## src/rtl/qdpr_pkg.sv

```systemverilog
`timescale 1ns / 1ps
`default_nettype none
// ----------------------------------------------------------------------------
// qdpr_pkg
// Shared widths, register indexes, state and command types for the
// quantised dot product and requantise block.
// ----------------------------------------------------------------------------
package qdpr_pkg;

  // payload widths
  localparam int ByteW   = 8;
  localparam int AccW    = 32;
  localparam int MultW   = 31;
  localparam int ShiftW  = 6;
  localparam int CfgIdxW = 3;
  localparam int CfgDatW = 32;

  // configuration register indexes
  typedef enum logic [CfgIdxW-1:0] {
    REG_IN_ZP  = 3'd0,
    REG_WGT_ZP = 3'd1,
    REG_OUT_ZP = 3'd2,
    REG_MULT   = 3'd3,
    REG_SHIFT  = 3'd4
  } cfg_reg_t;

  // reset value of the multiplier, 0.5 in Q31
  localparam logic [MultW-1:0] MultReset = 31'h4000_0000;

  // controller states
  typedef enum logic [2:0] {
    ST_ACC,
    ST_MUL,
    ST_HIGH,
    ST_SHR,
    ST_EMIT
  } state_t;

  // controller to datapath
  typedef struct packed {
    logic acc_en;
    logic mul_en;
    logic high_en;
    logic shr_en;
    logic emit_en;
  } cmd_t;

  // datapath to controller
  typedef struct packed {
    logic out_free;
  } sts_t;

endpackage : qdpr_pkg
`default_nettype wire

```

## src/rtl/qdpr_ctrl.sv

```systemverilog
`timescale 1ns / 1ps
`default_nettype none
// ----------------------------------------------------------------------------
// qdpr_ctrl
// Sequencer: accumulates operand transfers, then steps the datapath
// through multiply, high half, rounding shift and emit.
// ----------------------------------------------------------------------------
module qdpr_ctrl (
  input  wire logic           clk,
  input  wire logic           rst_n,
  input  wire logic           in_valid,
  input  wire logic           in_last,
  output logic                in_ready,
  input  wire qdpr_pkg::sts_t sts,
  output qdpr_pkg::cmd_t      cmd
);

  qdpr_pkg::state_t state_r, state_nxt;

  // state register
  always_ff @(posedge clk) begin
    if (!rst_n) begin
      state_r <= qdpr_pkg::ST_ACC;
    end else begin
      state_r <= state_nxt;
    end
  end

  // next state
  always_comb begin
    state_nxt = state_r;
    unique case (state_r)
      qdpr_pkg::ST_ACC: begin
        if (in_valid && in_last) state_nxt = qdpr_pkg::ST_MUL;
      end
      qdpr_pkg::ST_MUL:  state_nxt = qdpr_pkg::ST_HIGH;
      qdpr_pkg::ST_HIGH: state_nxt = qdpr_pkg::ST_SHR;
      qdpr_pkg::ST_SHR:  state_nxt = qdpr_pkg::ST_EMIT;
      qdpr_pkg::ST_EMIT: begin
        if (sts.out_free) state_nxt = qdpr_pkg::ST_ACC;
      end
      default: state_nxt = qdpr_pkg::ST_ACC;
    endcase
  end

  // outputs
  always_comb begin
    in_ready    = (state_r == qdpr_pkg::ST_ACC);
    cmd.acc_en  = in_valid && (state_r == qdpr_pkg::ST_ACC);
    cmd.mul_en  = (state_r == qdpr_pkg::ST_MUL);
    cmd.high_en = (state_r == qdpr_pkg::ST_HIGH);
    cmd.shr_en  = (state_r == qdpr_pkg::ST_SHR);
    cmd.emit_en = (state_r == qdpr_pkg::ST_EMIT) && sts.out_free;
  end

endmodule : qdpr_ctrl
`default_nettype wire

```

## config.mk

```make
export PLATFORM = sky130hd
export DESIGN_NAME = qdpr_ctrl
export DESIGN_NICKNAME = d
export VERILOG_FILES = /design/src/rtl/qdpr_pkg.sv /design/src/rtl/qdpr_ctrl.sv
export SDC_FILE = /design/constraint.sdc
export NUM_CORES = 1
export LEC_CHECK = 0
export ABC_AREA = 0
export BUFFER_PORTS_ARGS = -buffer_cell sky130_fd_sc_hd__buf_2
export CORE_AREA = 2 2 39 41
export CTS_BUF_LIST = sky130_fd_sc_hd__clkbuf_16
export DETAILED_ROUTE_END_ITERATION = 12
export DIE_AREA = 0 0 41 43
export PLACE_DENSITY = 0.44
export SYNTH_ARGS = -nofsm -noshare
export SYNTH_HDL_FRONTEND = slang
export SYNTH_SLANG_ARGS = --single-unit
export TNS_END_PERCENT = 1
```

## constraint.sdc

```tcl
create_clock -name clk -period 3.02 [get_ports clk]
set_clock_uncertainty 0.1 [all_clocks]
set_input_delay 0.755 -clock clk [delete_from_list [all_inputs] [get_ports clk]]
set_output_delay 0.755 -clock clk [all_outputs]
set_load 0.01 [all_outputs]
```

==> reports/results.tsv, run 1 <==
stage	metric	value	unit
outcome	status	finished, final reports clean	
critical_path	Crit Path Class	input pin to output port	
place	gp weighted congestion	0.584	
timing	Hold Slack	0.525	ns
final_layout	fin nets	37	
timing	slew of the pin with the lowest slew margin	0.304	ns
floorplanning	Die ar.	1760	µm²
yosys	share of the synthesized area in the top cell type	0.320	
min_path	cell depth of the worst hold path	2	
power	Switch Pwr	52.8	µW
final_layout	diode count	0	
cts	clock latency on the worst-skew pair	0.22	ns
critical_path	Worst setup SP type	input pin	
floorplanning	DIE WIDTH	41	µm
final_layout	Largest Register	state_r	
yosys	Mean Syn Cell Area	9.38	µm²
yosys	Gate Count Post-Synth	20	
yosys	Synth Area in XOR/XNOR	0.0467	
critical_path	Worst Setup End Kind	output port	
final_layout	commonest non-fill, non-tap cell in the layout	buf_2	
final_layout	Final Instance Count excl. Fillers	47	
yosys	simple-gate share of the synthesized area	0.420	
yosys	Synth area leader	dfxtp_1	
final_layout	Regs by FF count	state_r: 3 flops	
timing	max-slew violation count	0	
cts	Clock Tree Root	clkbuf_16	
power	clock power share	0.737	
power	Sequential Power Share	0.177	
place	# placed instances	43	
yosys	post-synthesis mux area share	0	
power	fraction of power spent switching nets	0.189	
cts	total CTS buffers	3	
yosys	Cell Area, Synth	188	µm²
cts	Post-CTS Resized	0	
yosys	Synth Area in Compound Gates	0.0667	
routing	DRC	0	
yosys	Commonest cells post-synth	3 x dfxtp_1, 2 x nor3_1, 2 x nor3b_1	
place	DP Worst Slack	0.976	ns
routing	Final ANT Viol Nets	0	
global_routing	vias in the first global route	161	
timing	Tcrit/Tclk final	0.675	
final_layout	most frequent cells in the layout	10 x buf_2, 3 x clkbuf_16, 3 x dfxtp_1	
cts	Reg clk slew, reported paths	0.03	ns
yosys	number of flops mapped to enable cells by yosys	0	
critical_path	critical path arrival	1.18	ns
yosys	Post-synth ARST share	0	
cts	number of H-tree levels	1	
critical_path	reg2reg start	state_r[2]	
timing	RSZ-0062 raised after global routing	false	
timing	highest clock rate	490	MHz
yosys	Post-Syn Nets	25	
final_layout	layout cell share with drive strength beyond 1	0.484	
cts	CTS tree	done	
global_routing	largest net degree at the start of global routing	9	
floorplanning	I/O pins	11	
flow_run	MaxCap Viol Count	0	
power	cell area power density	905	nW/µm²
cts	Longest Clk Path Bufs	2	
yosys	Main synth FF type	dfxtp_1	
min_path	HP Class	flip-flop to flip-flop	
cts	CTS Hold Bufs	0	
cts	Clock Sinks	3	
timing	Fin. Hold Viols	0	
power	Max IR drop VDD	0.151	mV
floorplanning	Die Y	43	µm
routing	1st-pass router iterations	1	
global_routing	first-pass GRT wire length	621	µm
routing	Via Count	167	
critical_path	worst-path fanout max	2	
global_routing	GRT Total Usage	0.0582	
global_routing	initial antenna violation count	0	
yosys	most numerous cell in the Yosys netlist	dfxtp_1	
final_layout	Multi-input gate area	100	µm²
routing	DRC marker count from the first detailed-route iteration	0	
timing	final setup TNS	0	ns
timing	relative slew slack	0.797	
power	Pleak	0.142	nW
routing	vias per cell	3.55	
critical_path	r2r setup slk	1.97	ns
critical_path	worst reg2reg endpoint	state_r[2]	
yosys	synth top area cells	dfxtp_1 32%, buf_8 8.0%, nor3b_1 8.0%, nor4b_2 8.0%, nor3_1 5.3%	
routing	Post-Route WL	405	µm
timing	Final Critical Period	2.04	ns
final_layout	area added between synthesis and finish	64.7	%
final_layout	register area	60.1	µm²
floorplanning	Cell Rows	14	
critical_path	cell depth of the worst flop-to-flop path	2	
yosys	post-synthesis sequential area ratio	0.320	
power	total power draw	280	µW
yosys	synthesis-stage register bit count	3	
yosys	Netlist cell types	16	
floorplanning	Initial Util	0.136	
yosys	adder-cell share of the synthesized area	0	
global_routing	global route overflow	0	
cts	post-CTS setup buffer count	0	
critical_path	Required @ worst endpoint	2.16	ns
final_layout	Fill cells	158	
min_path	beginning of the worst hold path	state_r[0]	
place	DP HPWL	271	µm
floorplanning	core area	1380	µm²
yosys	main combinational cell family by area after synthesis	simple AND/OR/NAND/NOR gates	
timing	final setup fails	0	
routing	DR WL/cell	8.62	µm
timing	Final WS setup	0.981	ns
final_layout	max reg flops	3	
min_path	Hold Path End	state_r[1]	
power	Gate power share	0.086	
place	PortBufs	10	
yosys	yosys warns	0	
power	Pint	227	µW
==> cell families after synthesis <==
group | count (synthesis)
and+or+nand+nor | 11
DFF | 3
buffers and inverters | 3
AOI/OAI and AO/OA | 2
xor gates and xnor gates | 1
==> worst max-delay path, cell delays in order <==
cell	delay [ns]
buf_2	0.10
nand2_1	0.05
nor3_1	0.13
buf_2	0.15
==> worst max path at each step <==
stage / from / endpoint / slack, ns
floorplan: sts / cmd[0] / 1.11
global placement: sts / cmd[0] / 0.99
detailed placement: sts / cmd[0] / 0.98
CTS: sts / cmd[0] / 0.97
global route: sts / cmd[0] / 0.93
finish: sts / cmd[0] / 0.98
==> metrics by stage <==
stage,instance area [µm²],utilization
CTS,309,0.223
global route,309,0.223
global placement,230,0.166
finish,309,0.223
detailed placement,230,0.166
floorplan,188,-
==> area by class of cell <==
cell class / count / share of cell area
multi-input combinational: 14 / 0.324
clock buffer: 3 / 0.243
sequential: 3 / 0.194
timing repair buffer: 10 / 0.162
tap: 16 / 0.0648
clock inverter: 1 / 0.0121
==> routing by layer <==
| layer | wire length, µm | global-route usage | vias up |
|---|---|---|---|
| li1 | - | - | 90 |
| met1 | 195 | 0.0707 | 71 |
| met4 | 0 | 0.0600 | 0 |
| met5 | 0 | 0 | - |
| met2 | 167 | 0.0563 | 6 |
| met3 | 41 | 0.0471 | 0 |
==> power groups by stage <==
stage / sequential (mW) / combinational, mW / clock (mW)
final: 0.0494 / 0.0242 / 0.206
after global routing: 0.0503 / 0.0278 / 0.214
after CTS: 0.0493 / 0.0247 / 0.209
after detailed placement: 0.0499 / 0.0245 / 0
after global placement: 0.0501 / 0.0246 / 0
after floorplan: 0.0445 / 0.0243 / 0
No activity file was read; power rests on OpenSTA's default activity.
==> run 2, diff against run 1 <==
--- a/config.mk
+++ b/config.mk
@@ -11,7 +11,7 @@
 export CTS_BUF_LIST = sky130_fd_sc_hd__clkbuf_16
 export DETAILED_ROUTE_END_ITERATION = 12
 export DIE_AREA = 0 0 41 43
-export PLACE_DENSITY = 0.44
+export PLACE_DENSITY = 0.45
 export SYNTH_ARGS = -nofsm -noshare
 export SYNTH_HDL_FRONTEND = slang
 export SYNTH_SLANG_ARGS = --single-unit
==> constraint.sdc (replaced) <==
create_clock -name clk -period 1.7 [get_ports clk]
set_clock_uncertainty 0.1 [all_clocks]
set_input_delay 0.425 -clock clk [delete_from_list [all_inputs] [get_ports clk]]
set_output_delay 0.425 -clock clk [all_outputs]
set_load 0.01 [all_outputs]
==> reports/results.tsv, run 2 (same netlist as run 1, synthesis figures left out) <==
stage	metric	value	unit	change
outcome	status	finished, final reports clean		unchanged
routing	DR WL/cell	8.06	µm	was 8.62 µm
floorplanning	Die Y	43	µm	unchanged
floorplanning	DIE WIDTH	41	µm	unchanged
place	area post-placement	230	µm²	unchanged
floorplanning	Initial Util	0.136		unchanged
floorplanning	Die ar.	1760	µm²	unchanged
cts	clock latency on the worst-skew pair	0.22	ns	about the same
final_layout	most frequent cells in the layout	10 x buf_2, 3 x clkbuf_16, 3 x dfxtp_1		unchanged
critical_path	worst-path fanout max	8		was 2
routing	DRC marker count from the first detailed-route iteration	2		was 0
critical_path	worst path bufs/invs	1		was 2
timing	Tcrit/Tclk final	0.945		
critical_path	Slowest-stage cell, CP	dfxtp_1		was buf_2
cts	Post-CTS Resized	0		unchanged
cts	CTS Hold Bufs	0		unchanged
place	PortBufs	10		unchanged
global_routing	GRT Total Usage	0.0604		was 0.0582
routing	Via Count	173		was 167
timing	Fin. Hold Viols	0		unchanged
cts	number of H-tree levels	1		unchanged
global_routing	first-pass GRT wire length	641	µm	was 621 µm
final_layout	Post-Route Utilization	0.223		unchanged
place	DP Worst Slack	0.318	ns	was 0.976 ns
global_routing	vias in the first global route	169		was 161
critical_path	critical path arrival	1.08	ns	was 1.18 ns
floorplanning	core area	1380	µm²	unchanged
timing	slew of the pin with the lowest slew margin	0.305	ns	was 0.304 ns
cts	CTS tree	done		unchanged
critical_path	CP cell instances	nor3_2 > and2_1 > buf_2		was buf_2 > nand2_1 > nor3_1 > buf_2
timing	highest clock rate	622	MHz	
floorplanning	I/O pins	11		unchanged
routing	Final ANT Viol Nets	0		unchanged
min_path	HP Class	input pin to flip-flop		was flip-flop to flip-flop
final_layout	Fill cells	156		was 158
cts	post-CTS setup buffer count	0		unchanged
timing	Final WS setup	0.0934	ns	was 0.981 ns
place	gp weighted congestion	0.658		was 0.584
final_layout	final instance area	309	µm²	unchanged
timing	final setup TNS	0	ns	unchanged
place	# placed instances	43		unchanged
routing	DRC	0		unchanged
final_layout	Regs by FF count	state_r: 3 flops		unchanged
timing	Final Critical Period	1.61	ns	
routing	Post-Route WL	379	µm	was 405 µm
final_layout	register area	60.1	µm²	unchanged
global_routing	initial antenna violation count	0		unchanged
final_layout	area added between synthesis and finish	64.7	%	unchanged
cts	total CTS buffers	3		unchanged
routing	1st-pass router iterations	4		was 1
final_layout	max reg flops	3		unchanged
cts	Longest Clk Path Bufs	2		unchanged
critical_path	Worst setup SP type	flip-flop		was input pin
critical_path	Required @ worst endpoint	1.17	ns	was 2.16 ns
timing	relative slew slack	0.796		was 0.797
cts	Clock Sinks	3		unchanged
final_layout	diode count	0		unchanged
cts	Reg clk slew, reported paths	0.03	ns	about the same
power	Max IR drop VDD	0.403	mV	was 0.151 mV
final_layout	layout cell share with drive strength beyond 1	0.484		unchanged
routing	vias per cell	3.68		was 3.55
critical_path	Worst Setup End Kind	output port		unchanged
global_routing	global route overflow	0		unchanged
flow_run	MaxCap Viol Count	0		unchanged
power	cell area power density	1600	nW/µm²	was 905 nW/µm²
final_layout	Final Instance Count excl. Fillers	47		unchanged
final_layout	commonest non-fill, non-tap cell in the layout	buf_2		unchanged
global_routing	largest net degree at the start of global routing	9		unchanged
timing	max-slew violation count	0		unchanged
final_layout	Multi-input gate area	100	µm²	unchanged
critical_path	slowest stage delay, CP	0.48	ns	was 0.15 ns
cts	Clock Tree Root	clkbuf_16		unchanged
timing	RSZ-0062 raised after global routing	false		unchanged
final_layout	Largest Register	state_r		unchanged
timing	final setup fails	0		unchanged
final_layout	fin nets	37		unchanged
critical_path	Crit Path Class	flip-flop to output port		was input pin to output port
floorplanning	Cell Rows	14		unchanged
critical_path	Worst path top cell family by delay	flip-flops		was buffers and inverters
power	Pleak	0.142	nW	unchanged
run 2: cell counts in the layout (fill, tap and decap cells not counted):
No cell type changed its count.
run 2: per-layer routing:
layer / track usage / wire length (µm) / vias up
met2: 0.0594 / 196 / 2
met3: 0.0157 / 9 / 0
li1: - / - / 90
met5: 0 / 0 / -
met4: 0.100 / 0 / 0
met1: 0.0744 / 173 / 81
run 2: per-stage QoR:
step | power, mW | hold slack (ns)
after floorplan | 0.122 | 0.443
after CTS | 0.504 | 0.324
after detailed placement | 0.133 | 0.522
after global routing | 0.520 | 0.347
after global placement | 0.133 | 0.516
final | 0.495 | 0.325
run 2: final timing paths:
path | from | endpoint | slack, ns | depth (start not counted)
hold reg to reg | state_r[0] | state_r[0] | 0.52 | 1
setup / recovery | state_r[1] | cmd[4] | 0.09 | 3
setup reg to reg | state_r[2] | state_r[2] | 0.68 | 2
hold / removal | rst_n | state_r[2] | 0.33 | 2
run 2: final cells by class:
class	instances	area share
Multi-Input combinational cell	14	0.324
Sequential cell	3	0.194
Clock buffer	3	0.243
Clock inverter	1	0.0121
Tap cell	16	0.0648
Timing Repair Buffer	10	0.162
run 2: power by group:
group          total (mW)  internal [mW]  switching [mW]
clock network       0.364          0.303          0.0608
registers          0.0877         0.0761          0.0116
logic              0.0434         0.0239          0.0195
total               0.495          0.403          0.0919
